$ cat config.mk
export PLATFORM = sky130hd
export DESIGN_NAME = bounding_box_and_sphere
export DESIGN_NICKNAME = d
export VERILOG_FILES = /design/src/rtl/core/bbs_pkg.sv /design/src/rtl/core/bbs_front.sv /design/src/rtl/core/bbs_queue.sv /design/src/rtl/core/bbs_back.sv /design/src/rtl/core/bounding_box_and_sphere.sv
export SDC_FILE = /design/constraint.sdc
export NUM_CORES = 2
export LEC_CHECK = 0
export BUFFER_PORTS_ARGS = -buffer_cell sky130_fd_sc_hd__buf_4
export CAP_MARGIN = 20
export CORE_MARGIN = 3
export CORE_UTILIZATION = 29
export DETAILED_ROUTE_END_ITERATION = 8
export SKIP_LAST_GASP = 1
export SLEW_MARGIN = 10
export SYNTH_ARGS = -nofsm -noshare
export SYNTH_HDL_FRONTEND = slang
export SYNTH_SLANG_ARGS = --single-unit
export TNS_END_PERCENT = 10
$ cat constraint.sdc
create_clock -name clk_i -period 28.2 [get_ports clk_i]
set_input_delay 1.41 -clock clk_i [delete_from_list [all_inputs] [get_ports clk_i]]
set_output_delay 1.41 -clock clk_i [all_outputs]
set_load 0.05 [all_outputs]
$ cat src/rtl/core/bbs_pkg.sv
package bbs_pkg;

  // field widths
  localparam int unsigned CoordW   = 32;
  localparam int unsigned InDataW  = 6 * CoordW;
  localparam int unsigned InUserW  = 3;
  localparam int unsigned OutDataW = 7 * CoordW;
  localparam int unsigned ProdW    = 2 * CoordW;
  localparam int unsigned AccW     = ProdW + 2;
  localparam int unsigned RemW     = CoordW + 2;

  // isqrt runs one result bit per cycle
  localparam int unsigned RootSteps = CoordW;
  localparam int unsigned RootCntW  = $clog2(RootSteps);

  // command codes carried in tuser
  typedef enum logic [1:0] {
    CMD_ADD   = 2'd0,
    CMD_LOAD  = 2'd1,
    CMD_EMPTY = 2'd2
  } cmd_e;

  // box bounds, min_x in the lowest bits
  typedef struct packed {
    logic signed [CoordW-1:0] max_z;
    logic signed [CoordW-1:0] max_y;
    logic signed [CoordW-1:0] max_x;
    logic signed [CoordW-1:0] min_z;
    logic signed [CoordW-1:0] min_y;
    logic signed [CoordW-1:0] min_x;
  } box_t;

  // one queue slot with its valid flag
  typedef struct packed {
    logic valid;
    box_t box;
  } slot_t;

  // back-end sequencer states
  typedef enum logic [2:0] {
    ST_IDLE,
    ST_EXTENT,
    ST_SQUARE,
    ST_ROOT,
    ST_OUT
  } back_state_e;

endpackage

$ cat src/rtl/core/bbs_front.sv
module bbs_front import bbs_pkg::*; (
  input  logic               clk_i,
  input  logic               rst_ni,
  input  logic               s_tvalid_i,
  output logic               s_tready_o,
  input  logic [InDataW-1:0] s_tdata_i,  // coord_x, coord_y, coord_z, upper_x, upper_y, upper_z
  input  logic [InUserW-1:0] s_tuser_i,  // cmd[1:0], first_point
  input  logic               s_tlast_i,  // last_point
  input  logic               full_i,
  output slot_t              push_o
);

  box_t box_q, box_d;
  logic produce;
  logic accept;
  cmd_e cmd;
  logic first;
  logic signed [CoordW-1:0] px, py, pz, ux, uy, uz;

  // field unpacking
  assign px    = $signed(s_tdata_i[0*CoordW +: CoordW]);
  assign py    = $signed(s_tdata_i[1*CoordW +: CoordW]);
  assign pz    = $signed(s_tdata_i[2*CoordW +: CoordW]);
  assign ux    = $signed(s_tdata_i[3*CoordW +: CoordW]);
  assign uy    = $signed(s_tdata_i[4*CoordW +: CoordW]);
  assign uz    = $signed(s_tdata_i[5*CoordW +: CoordW]);
  assign cmd   = cmd_e'(s_tuser_i[1:0]);
  assign first = s_tuser_i[2];

  assign s_tready_o = ~full_i;
  assign accept     = s_tvalid_i & s_tready_o;

  // bounds update and result decision
  always_comb begin
    box_d   = box_q;
    produce = 1'b0;
    case (cmd)
      CMD_ADD: begin
        if (first) begin
          box_d.min_x = px;
          box_d.min_y = py;
          box_d.min_z = pz;
          box_d.max_x = px;
          box_d.max_y = py;
          box_d.max_z = pz;
        end else begin
          box_d.min_x = (px < box_q.min_x) ? px : box_q.min_x;
          box_d.min_y = (py < box_q.min_y) ? py : box_q.min_y;
          box_d.min_z = (pz < box_q.min_z) ? pz : box_q.min_z;
          box_d.max_x = (px > box_q.max_x) ? px : box_q.max_x;
          box_d.max_y = (py > box_q.max_y) ? py : box_q.max_y;
          box_d.max_z = (pz > box_q.max_z) ? pz : box_q.max_z;
        end
        produce = s_tlast_i;
      end
      CMD_LOAD: begin
        box_d.min_x = px;
        box_d.min_y = py;
        box_d.min_z = pz;
        box_d.max_x = ux;
        box_d.max_y = uy;
        box_d.max_z = uz;
        produce     = 1'b1;
      end
      CMD_EMPTY: begin
        box_d   = '0;
        produce = 1'b1;
      end
      default: begin
        box_d   = box_q;
        produce = 1'b0;
      end
    endcase
  end

  // running bounds, cleared by reset
  always_ff @(posedge clk_i or negedge rst_ni) begin
    if (!rst_ni) begin
      box_q <= '0;
    end else if (accept) begin
      box_q <= box_d;
    end
  end

  // snapshot goes to the queue on a result-producing transfer
  assign push_o.valid = accept & produce;
  assign push_o.box   = box_d;

endmodule

$ cat src/rtl/core/bbs_queue.sv
module bbs_queue import bbs_pkg::*; (
  input  logic  clk_i,
  input  logic  rst_ni,
  input  slot_t push_i,
  output logic  full_o,
  output slot_t head_o,
  input  logic  pop_i
);

  box_t       mem_q [2];
  logic       wr_ptr_q, rd_ptr_q;
  logic [1:0] count_q;

  assign full_o       = (count_q == 2'd2);
  assign head_o.valid = (count_q != 2'd0);
  assign head_o.box   = mem_q[rd_ptr_q];

  // pointers and fill count
  always_ff @(posedge clk_i or negedge rst_ni) begin
    if (!rst_ni) begin
      wr_ptr_q <= 1'b0;
      rd_ptr_q <= 1'b0;
      count_q  <= 2'd0;
    end else begin
      if (push_i.valid) begin
        wr_ptr_q <= ~wr_ptr_q;
      end
      if (pop_i) begin
        rd_ptr_q <= ~rd_ptr_q;
      end
      case ({push_i.valid, pop_i})
        2'b10:   count_q <= count_q + 2'd1;
        2'b01:   count_q <= count_q - 2'd1;
        default: count_q <= count_q;
      endcase
    end
  end

  // slot storage
  always_ff @(posedge clk_i) begin
    if (push_i.valid) begin
      mem_q[wr_ptr_q] <= push_i.box;
    end
  end

endmodule

$ cat src/rtl/core/bbs_back.sv
module bbs_back import bbs_pkg::*; (
  input  logic                clk_i,
  input  logic                rst_ni,
  input  slot_t               head_i,
  output logic                pop_o,
  output logic                m_tvalid_o,
  input  logic                m_tready_i,
  output logic [OutDataW-1:0] m_tdata_o  // box_min_x/y/z, box_max_x/y/z, half_diagonal
);

  back_state_e state_q, state_d;

  box_t                  box_q, box_d;
  logic [2:0][CoordW-1:0] ext_q, ext_d;
  logic [1:0]            sq_cnt_q, sq_cnt_d;
  logic [ProdW-1:0]      prod_q, prod_d;
  logic [AccW-1:0]       acc_q, acc_d;
  logic [ProdW-1:0]      op_q, op_d;
  logic [RemW-1:0]       rem_q, rem_d;
  logic [CoordW-1:0]     root_q, root_d;
  logic [RootCntW-1:0]   rt_cnt_q, rt_cnt_d;

  logic [CoordW-1:0] ext_sel;
  logic [RemW+1:0]   rem_sh;
  logic [RemW+1:0]   trial;

  // magnitude of one extent, fits 32 bits
  function automatic logic [CoordW-1:0] abs_ext(logic signed [CoordW-1:0] hi,
                                                logic signed [CoordW-1:0] lo);
    logic signed [CoordW:0] d;
    logic signed [CoordW:0] n;
    d = (CoordW+1)'(hi) - (CoordW+1)'(lo);
    n = -d;
    return d[CoordW] ? n[CoordW-1:0] : d[CoordW-1:0];
  endfunction

  // next state
  always_comb begin
    state_d = state_q;
    case (state_q)
      ST_IDLE:   if (head_i.valid) state_d = ST_EXTENT;
      ST_EXTENT: state_d = ST_SQUARE;
      ST_SQUARE: if (sq_cnt_q == 2'd3) state_d = ST_ROOT;
      ST_ROOT:   if (rt_cnt_q == RootCntW'(RootSteps - 1)) state_d = ST_OUT;
      ST_OUT:    if (m_tready_i) state_d = ST_IDLE;
      default:   state_d = ST_IDLE;
    endcase
  end

  // handshake outputs
  always_comb begin
    pop_o      = 1'b0;
    m_tvalid_o = 1'b0;
    case (state_q)
      ST_IDLE: pop_o      = head_i.valid;
      ST_OUT:  m_tvalid_o = 1'b1;
      default: begin
        pop_o      = 1'b0;
        m_tvalid_o = 1'b0;
      end
    endcase
  end

  // shared squarer operand
  always_comb begin
    case (sq_cnt_q)
      2'd0:    ext_sel = ext_q[0];
      2'd1:    ext_sel = ext_q[1];
      2'd2:    ext_sel = ext_q[2];
      default: ext_sel = '0;
    endcase
  end

  // one root digit: shift in two operand bits, try subtract
  assign rem_sh = {rem_q, op_q[ProdW-1 -: 2]};
  assign trial  = (RemW+2)'({root_q, 2'b01});

  // datapath
  always_comb begin
    box_d    = box_q;
    ext_d    = ext_q;
    sq_cnt_d = sq_cnt_q;
    prod_d   = prod_q;
    acc_d    = acc_q;
    op_d     = op_q;
    rem_d    = rem_q;
    root_d   = root_q;
    rt_cnt_d = rt_cnt_q;
    case (state_q)
      ST_IDLE: begin
        box_d = head_i.box;
      end
      ST_EXTENT: begin
        ext_d[0] = abs_ext(box_q.max_x, box_q.min_x);
        ext_d[1] = abs_ext(box_q.max_y, box_q.min_y);
        ext_d[2] = abs_ext(box_q.max_z, box_q.min_z);
        acc_d    = '0;
        sq_cnt_d = 2'd0;
      end
      ST_SQUARE: begin
        prod_d   = ProdW'(ext_sel) * ProdW'(ext_sel);
        sq_cnt_d = sq_cnt_q + 2'd1;
        if (sq_cnt_q != 2'd0) begin
          acc_d = acc_q + AccW'(prod_q);
        end
        if (sq_cnt_q == 2'd3) begin
          op_d     = acc_d[AccW-1:2];
          rem_d    = '0;
          root_d   = '0;
          rt_cnt_d = '0;
        end
      end
      ST_ROOT: begin
        op_d     = {op_q[ProdW-3:0], 2'b00};
        rt_cnt_d = rt_cnt_q + RootCntW'(1);
        if (rem_sh >= trial) begin
          rem_d  = RemW'(rem_sh - trial);
          root_d = {root_q[CoordW-2:0], 1'b1};
        end else begin
          rem_d  = RemW'(rem_sh);
          root_d = {root_q[CoordW-2:0], 1'b0};
        end
      end
      default: begin
        box_d = box_q;
      end
    endcase
  end

  // control registers
  always_ff @(posedge clk_i or negedge rst_ni) begin
    if (!rst_ni) begin
      state_q  <= ST_IDLE;
      sq_cnt_q <= 2'd0;
      rt_cnt_q <= '0;
    end else begin
      state_q  <= state_d;
      sq_cnt_q <= sq_cnt_d;
      rt_cnt_q <= rt_cnt_d;
    end
  end

  // payload registers
  always_ff @(posedge clk_i) begin
    box_q  <= box_d;
    ext_q  <= ext_d;
    prod_q <= prod_d;
    acc_q  <= acc_d;
    op_q   <= op_d;
    rem_q  <= rem_d;
    root_q <= root_d;
  end

  // result stays registered in the final state until taken
  assign m_tdata_o = {root_q, box_q};

endmodule

$ cat src/rtl/core/bounding_box_and_sphere.sv
// an input transfer that ends a set pushes its box into the queue; the back
// end, when free, takes it through extent, shared squarer and bit-serial
// square root to the output register, where the result waits until taken.
// throughput: one point per cycle while the two-entry box queue between
// front and back end is not full; the back end handles one box at a time.
// reset: asynchronous, active low; clears bounds to zero and empties the queue.
module bounding_box_and_sphere import bbs_pkg::*; (
  input  logic                clk_i,
  input  logic                rst_ni,
  input  logic                s_axis_tvalid_i,
  output logic                s_axis_tready_o,
  input  logic [InDataW-1:0]  s_axis_tdata_i,  // coord_x, coord_y, coord_z, upper_x, upper_y, upper_z
  input  logic [InUserW-1:0]  s_axis_tuser_i,  // cmd[1:0], first_point
  input  logic                s_axis_tlast_i,  // last_point
  output logic                m_axis_tvalid_o,
  input  logic                m_axis_tready_i,
  output logic [OutDataW-1:0] m_axis_tdata_o   // box_min_x/y/z, box_max_x/y/z, half_diagonal
);

  slot_t push;
  slot_t head;
  logic  full;
  logic  pop;

  // bounds tracking
  bbs_front u_front (
    .clk_i      (clk_i),
    .rst_ni     (rst_ni),
    .s_tvalid_i (s_axis_tvalid_i),
    .s_tready_o (s_axis_tready_o),
    .s_tdata_i  (s_axis_tdata_i),
    .s_tuser_i  (s_axis_tuser_i),
    .s_tlast_i  (s_axis_tlast_i),
    .full_i     (full),
    .push_o     (push)
  );

  // box queue
  bbs_queue u_queue (
    .clk_i  (clk_i),
    .rst_ni (rst_ni),
    .push_i (push),
    .full_o (full),
    .head_o (head),
    .pop_i  (pop)
  );

  // radius unit and output register
  bbs_back u_back (
    .clk_i      (clk_i),
    .rst_ni     (rst_ni),
    .head_i     (head),
    .pop_o      (pop),
    .m_tvalid_o (m_axis_tvalid_o),
    .m_tready_i (m_axis_tready_i),
    .m_tdata_o  (m_axis_tdata_o)
  );

  // no push into a full queue
  assert property (@(posedge clk_i) disable iff (!rst_ni) push.valid |-> !full)
    else $error("push into full box queue");

  // no pop from an empty queue
  assert property (@(posedge clk_i) disable iff (!rst_ni) pop |-> head.valid)
    else $error("pop from empty box queue");

  // a degenerate box has zero radius
  assert property (@(posedge clk_i) disable iff (!rst_ni)
    (m_axis_tvalid_o &&
     m_axis_tdata_o[0*CoordW +: CoordW] == m_axis_tdata_o[3*CoordW +: CoordW] &&
     m_axis_tdata_o[1*CoordW +: CoordW] == m_axis_tdata_o[4*CoordW +: CoordW] &&
     m_axis_tdata_o[2*CoordW +: CoordW] == m_axis_tdata_o[5*CoordW +: CoordW])
    |-> (m_axis_tdata_o[6*CoordW +: CoordW] == '0))
    else $error("nonzero radius for a point box");

endmodule

Word level (Yosys, flattened, before mapping)
Memories as Yosys holds them, arrays and structs flattened. A register that Yosys moved wholly into a read port is not among the register bits.
Index checks and enable logic that the tools add are counted.
{"block": "op_classes", "n_addsub": 12, "n_mul": 1, "magnitude_cmp": 7, "eq_ne": 18, "mux": 36, "bitwise": 5, "n_reduce_logical": 12}
{"op": "$pmux W192 S3", "count": 1}
{"op": "$mux W32", "count": 10}
{"op": "$mux W192", "count": 1}
{"op": "$pmux W66 S2", "count": 1}
{"op": "$pmux W64 S2", "count": 1}
{"op": "$sub A32 B32 Y33", "count": 3}
{"op": "$gt A32 B32 Y1", "count": 3}
{"op": "$lt A32 B32 Y1", "count": 3}
{"op": "$neg A32 Y32", "count": 3}
{"op": "$pmux W32 S3", "count": 1}
{"op": "$mux W34", "count": 2}
{"op": "$pmux W34 S2", "count": 1}
{"op": "$add A66 B64 Y66", "count": 1}
{"op": "$mux W66", "count": 1}
{"op": "$mul A32 B32 Y64", "count": 1}
{"op": "$mux W64", "count": 1}
{"op": "$pmux W32 S2", "count": 1}
{"op": "$ge A36 B34 Y1", "count": 1}
{"op": "$sub A34 B34 Y34", "count": 1}
{"op": "$pmux W3 S5", "count": 1}
{"op": "$mux W3", "count": 4}
{"op": "$eq A2 B2 Y1 const B", "count": 5}
{"op": "$pmux W5 S2", "count": 1}
{"op": "$reduce_bool A2 Y1", "count": 5}
{"op": "21 further kinds", "count": 38}
{"block": "word_totals", "regBits": 562, "ram_bits": 384, "inputBits": 200, "output_inout_bits": 226, "elab_cells": 113, "mem_count": 1}
{"name": "u_queue.mem_q", "words": 2, "width": 192, "read_ports": 1, "rd_clocked_by_memory_dff": 1, "write_ports": 1, "line": "bbs_queue.sv:10", "source": "box_t mem_q [2];"}

Logic depth before layout (Yosys ltp)
{"block": "depth", "word_depth": 6, "depth_mapped": 40, "ltp_nobuf": 36}

Modules after synthesis
A second synthesis with hierarchy kept.
{"block": "hier_totals", "cells_unflattened": 8917, "hier_area_um2": 92189.7}
{"mod": "bbs_back", "n_inst": 1, "cells_each": 6367, "area_per_inst_um2": 61719.2, "seq_area_each_um2": 16676.0}
{"mod": "bbs_front", "n_inst": 1, "cells_each": 1937, "area_per_inst_um2": 16408.2, "seq_area_each_um2": 4804.6}
{"mod": "bbs_queue", "n_inst": 1, "cells_each": 613, "area_per_inst_um2": 14062.2, "seq_area_each_um2": 11631.2}

Least setup slack after synthesis
Ideal clock, no wire load.
{"block": "synth_timing", "kind": "register -> register", "startpoint": "register u_back.state_q[1]", "endpoint": "register u_queue.count_q[1]", "setup_time_ns": 0.079, "arrival_ns": 14.979, "required_time_ns": 28.121, "slack_ns": 13.141, "path_stages_with_launch": 6, "n_path_buf": 0, "period_less_slack_ns": 15.059, "cell_sequence": "dfrtp_1 > nor3_1 > o21a_1 > ha_1 > nor2_1 > xor2_1"}
{"block": "synth_via", "elab_chain_len": 4, "word_cells_on_any_way": 6, "classes_between": "2 x eq/ne; 2 x mux; 2 x reduce/logical"}
{"item": "from (decl)", "line": "bbs_back.sv:11", "source": "back_state_e state_q, state_d;"}
{"item": "from (signal assigned)", "line": "bbs_back.sv:137", "source": "state_q <= state_d;"}
{"item": "$logic_not A3 Y1 (*)", "line": "bbs_back.sv:54", "source": "case (state_q)"}
{"item": "$mux W1 (*)", "line": "bbs_back.sv:54"}
{"item": "named net pop", "line": "bounding_box_and_sphere.sv:23", "source": "logic pop;"}
{"item": "$eq A2 B1 Y1 / $eq A2 B2 Y1 (equally long branches)", "line": "bbs_queue.sv:31", "source": "case ({push_i.valid, pop_i})"}
{"item": "$pmux W2 S2 / $reduce_bool A2 Y1 (equally long branches)"}
{"item": "to (signal assigned)", "line": "bbs_queue.sv:32", "source": "2'b10: count_q <= count_q + 2'd1;"}
{"item": "to (signal assigned)", "line": "bbs_queue.sv:33", "source": "2'b01: count_q <= count_q - 2'd1;"}
{"item": "to (signal assigned)", "line": "bbs_queue.sv:34", "source": "default: count_q <= count_q;"}
{"item": "to (decl)", "line": "bbs_queue.sv:12", "source": "logic [1:0] count_q;"}
Mark *: on every way through the listed nets, which the timed path passes. The rest lies on a longest branch.
A chain may end at the register's enable or synchronous reset.

Final worst setup path
{"block": "layout_timing", "startpoint": "register u_back.sq_cnt_q[0]", "endpoint": "register u_back.prod_q[56] (data pin)"}
{"block": "layout_via", "elab_chain_len": 3, "word_cells_on_any_way": 5, "classes_between": "1 x mul; 2 x eq/ne; 1 x mux; 1 x reduce/logical"}
{"item": "from (decl)", "line": "bbs_back.sv:15", "source": "logic [1:0] sq_cnt_q, sq_cnt_d;"}
{"item": "from (signal assigned)", "line": "bbs_back.sv:138", "source": "sq_cnt_q <= sq_cnt_d;"}
{"item": "$eq A2 B2 Y1 (tied with other cells)", "line": "bbs_back.sv:66", "source": "case (sq_cnt_q)"}
{"item": "$pmux W32 S3 (*)", "line": "bbs_back.sv:66"}
{"item": "$mul A32 B32 Y64 (*)", "line": "bbs_back.sv:101", "source": "prod_d = ProdW'(ext_sel) * ProdW'(ext_sel);"}
{"item": "to (signal assigned)", "line": "bbs_back.sv:147", "source": "prod_q <= prod_d;"}
{"item": "to (decl)", "line": "bbs_back.sv:16", "source": "logic [ProdW-1:0] prod_q, prod_d;"}
Every way passes the cells marked *; elsewhere a longest branch is shown, timed or not.

==> implementation parameters <==
Parameter                              Value

Placed design
  Count of input and output buffers    425
  Half-perimeter wire length after placement    223 mm
  RD Place Congestion    0.938

Logic synthesis
  Compound-gate portion of the synthesized area    13.5%
  Most frequent cell after synthesis    sky130_fd_sc_hd__inv_1
  Primary FF master, synth    sky130_fd_sc_hd__edfxtp_1
  Top cells by instance count after synthesis    sky130_fd_sc_hd__inv_1 (1443), sky130_fd_sc_hd__edfxtp_1 (931), sky130_fd_sc_hd__fa_1 (799), sky130_fd_sc_hd__nor2_1 (731), sky130_fd_sc_hd__nand2_1 (683)
  Net count after synthesis    10600
  Fraction of the yosys area taken by sequential cells    35.8%
  Count of flip-flops with a built-in enable after synthesis    931
  Largest family of logic cells by synthesized area    adder cells
  Gate count of the mapped netlist    8969
  Synth Area in XOR/XNOR    3.23%
  Cell area after synthesis    92600 sq um
  Async S/R FF share, synth    18.1%
  Top-area cell type share of the netlist area    30.2%
  Cell variety after synth    109
  Number of synthesized register bits    1137
  Cells taking the most area after synthesis    sky130_fd_sc_hd__edfxtp_1 (30%), sky130_fd_sc_hd__fa_1 (17%), sky130_fd_sc_hd__ha_1 (9.2%)
  Cell type with the highest aggregate area in the netlist    sky130_fd_sc_hd__edfxtp_1
  Post-synthesis simple-gate area fraction    10.5%
  Portion of netlist area occupied by mux cells    3.19%
  Warnings, synthesis    0
  Post-Synth Adder-Cell Area    26.4%
  Mean post-synth cell area    10.3 sq um

Finish
  Post-layout net count    10900
  Number of inserted filler cells in the final layout    32000
  Area occupied by multi-input gates    52700 sq um
  Fraction of final layout cells with drive strength greater than 1    11.4%
  Layout overhead on the synthesized area    13.4%
  Register Area    33100 sq um

Clocking
  Clock transition at the register clock pins on the worst setup and hold paths after CTS    0.06 ns
  Total of hold buffers inserted after clock tree synthesis    0
  Cell at the root of the clock tree    sky130_fd_sc_hd__clkbuf_16
  Number of buffers inserted to repair setup after CTS    0
  Number of clock buffers inserted by TritonCTS    138
  Maximum buffer depth of the clock tree    4
  Resized Gates After CTS    0
  CTS tree    yes
  Clock sinks    1137
  Latest clock arrival within the worst-skew pair    0.87 ns
  Level count of the clock H-tree    4

STA
  Max-slew headroom    27.7%
  Setup-violating endpoint count in the final report    0
  Final Cycle Share    40.9%
  Fin. max-slew vios    0
  Top achievable clock speed    86.7 MHz
  Clock tree skew after final layout    0.144 ns
  Shortest clock period the worst path allows after layout    11.53 ns
  Final Hold Fails    0
  Setup repair after global routing missed its margin    false
  TNS Setup    0 ns
  Transition time of the tightest slew-check pin    1.08 ns

Worst setup path
  Critical path startpoint category    flop
  Worst setup EP type    flop
  Highest net fanout along the worst path    45
  Largest stage delay, worst path    0.82 ns
  CP required    28.78 ns
  Source of the worst register-to-register timing path    u_back.sq_cnt_q[0]$_DFFE_PN0P_
  Crit-path slowest cell    sky130_fd_sc_hd__nor2_1
  Crit path top cell by count    sky130_fd_sc_hd__fa_1
  Signal arrival time at the worst endpoint    12.11 ns
  Path type of the worst setup path    flop to flop
  First element of the critical path    u_back.sq_cnt_q[0]$_DFFE_PN0P_

Worst hold path
  Hold WC Path Type    flop to flop
  Hold Path Origin    u_queue.mem_q[0][112]$_DFFE_PP_

Floorplan
  Width of the die    571 um
  Die area    326000 sq um
  Placeable core region    316000 sq um
  Die height    571 um
  Number of placement rows    206
  Initial core utilization    29.3%
  Number of placed I/O pins    426

Drt
  Vias per cell    5.04
  Routed wirelength normalized by instance count    21.0 um
  Remaining DRCs    3
  Number of vias in the routed layout    68100
  Routed Antenna Nets    0
  Initial DRC count    6442
  Number of search-and-repair iterations in the first detailed-routing pass    9
  Total Routed Length    284 mm

Global routing
  Overall global routing resource usage    17.1%
  Largest net degree at the start of global routing    158
  Antenna violations before repair    7
  Wire length of the first global-routing pass    429 mm
  Via count of the first global-routing pass    68400
  Overflow after GRT    0

Outcome
  Result of the run    finished with violations
  Failing checks    DRC

Run
  Total of max-cap violations    0
==> sequential cells by signal, indices dropped and copies added, names as in the netlist, 32 cells and up <==
name,count
u_back.ext_q,96
u_back.rem_q,34
u_back.root_q,32
u_front.box_q,192
u_queue.mem_q,384
u_back.acc_q,66
u_back.prod_q,63
u_back.op_q,64
u_back.m_tdata_o,192
==> cell usage in the layout (no fill, tap or decap), drive strengths merged, types with 134 or more instances in the layout <==
cell	n
fa	799
xnor2	220
buf	526
inv	1450
dfrtp	206
mux2	236
edfxtp	931
nor2	732
o21ai	223
a21oi	443
ha	678
nand3	160
a22oi	134
nand2	683
clkbuf	172
a21o	237
==> worst max-delay path: cells and delay by family, from the launching register on <==
kind,cells,cell delay [ns]
flops,1,0.43
fa+ha+maj,10,4.98
buf+inv,6,1.08
simple gates,4,1.68
compound gates,11,3.15
==> through the flow <==
step	hold slack [ns]	cells	area (sq um)	util, %	worst slack (ns)
after floorplan	0.456	8969	92600	-	13.14
after global placement	0.493	13300	100000	31.8	16.95
after detailed placement	0.495	13300	101000	31.8	16.75
after CTS	0.469	13500	105000	33.2	16.74
after global routing	0.491	13500	105000	33.2	16.16
final	0.482	13500	105000	33.2	16.67
==> kinds of logic after synthesis <==
family / after synthesis
and+or+nand+nor: 2127
buffers and inverters: 1827
AOI/OAI and AO/OA: 1797
adders and majority gates: 1477
DFF: 1137
xor gates and xnor gates: 340
muxes: 264
==> path summary, 6_finish.rpt <==
| check | depth (start not counted) | endpoint | slack (ns) |
|---|---|---|---|
| setup / recovery | 31 | u_back.prod_q[56]$_DFFE_PN_ | 16.67 |
| hold / removal | 1 | u_back.m_tdata_o[112]$_DFFE_PP_ | 0.48 |
| setup reg to reg | 31 | u_back.prod_q[56]$_DFFE_PN_ | 16.67 |
| hold reg to reg | 1 | u_back.m_tdata_o[112]$_DFFE_PP_ | 0.48 |
| max in group asynchronous | 3 | u_queue.rd_ptr_q$_DFFE_PN0P_ | 25.52 |
| min in group asynchronous | 1 | u_front.box_q[182]$_DFFE_PN0P_ | 0.52 |
==> metal layers <==
| metal | global-route usage (%) | vias to the layer above | routed length [um] |
|---|---|---|---|
| met5 | 0 | - | 41 |
| met4 | 5.73 | 6 | 10400 |
| met3 | 4.58 | 477 | 27500 |
| met2 | 26.2 | 2710 | 125000 |
| met1 | 23.2 | 33500 | 122000 |
| li1 | - | 31400 | - |
==> area by class of cell <==
class	count	share of cell area, %
multi-input combinational	6005	50.2
sequential	1137	31.5
inverter	1452	5.20
tap	4160	4.96
timing repair buffer	526	3.84
clock buffer	172	3.54
clock inverter	66	0.706
antenna	5	0.0119
Power is not shown: default switching activity piles up to over one toggle a cycle in this logic, so the estimate is an artifact.
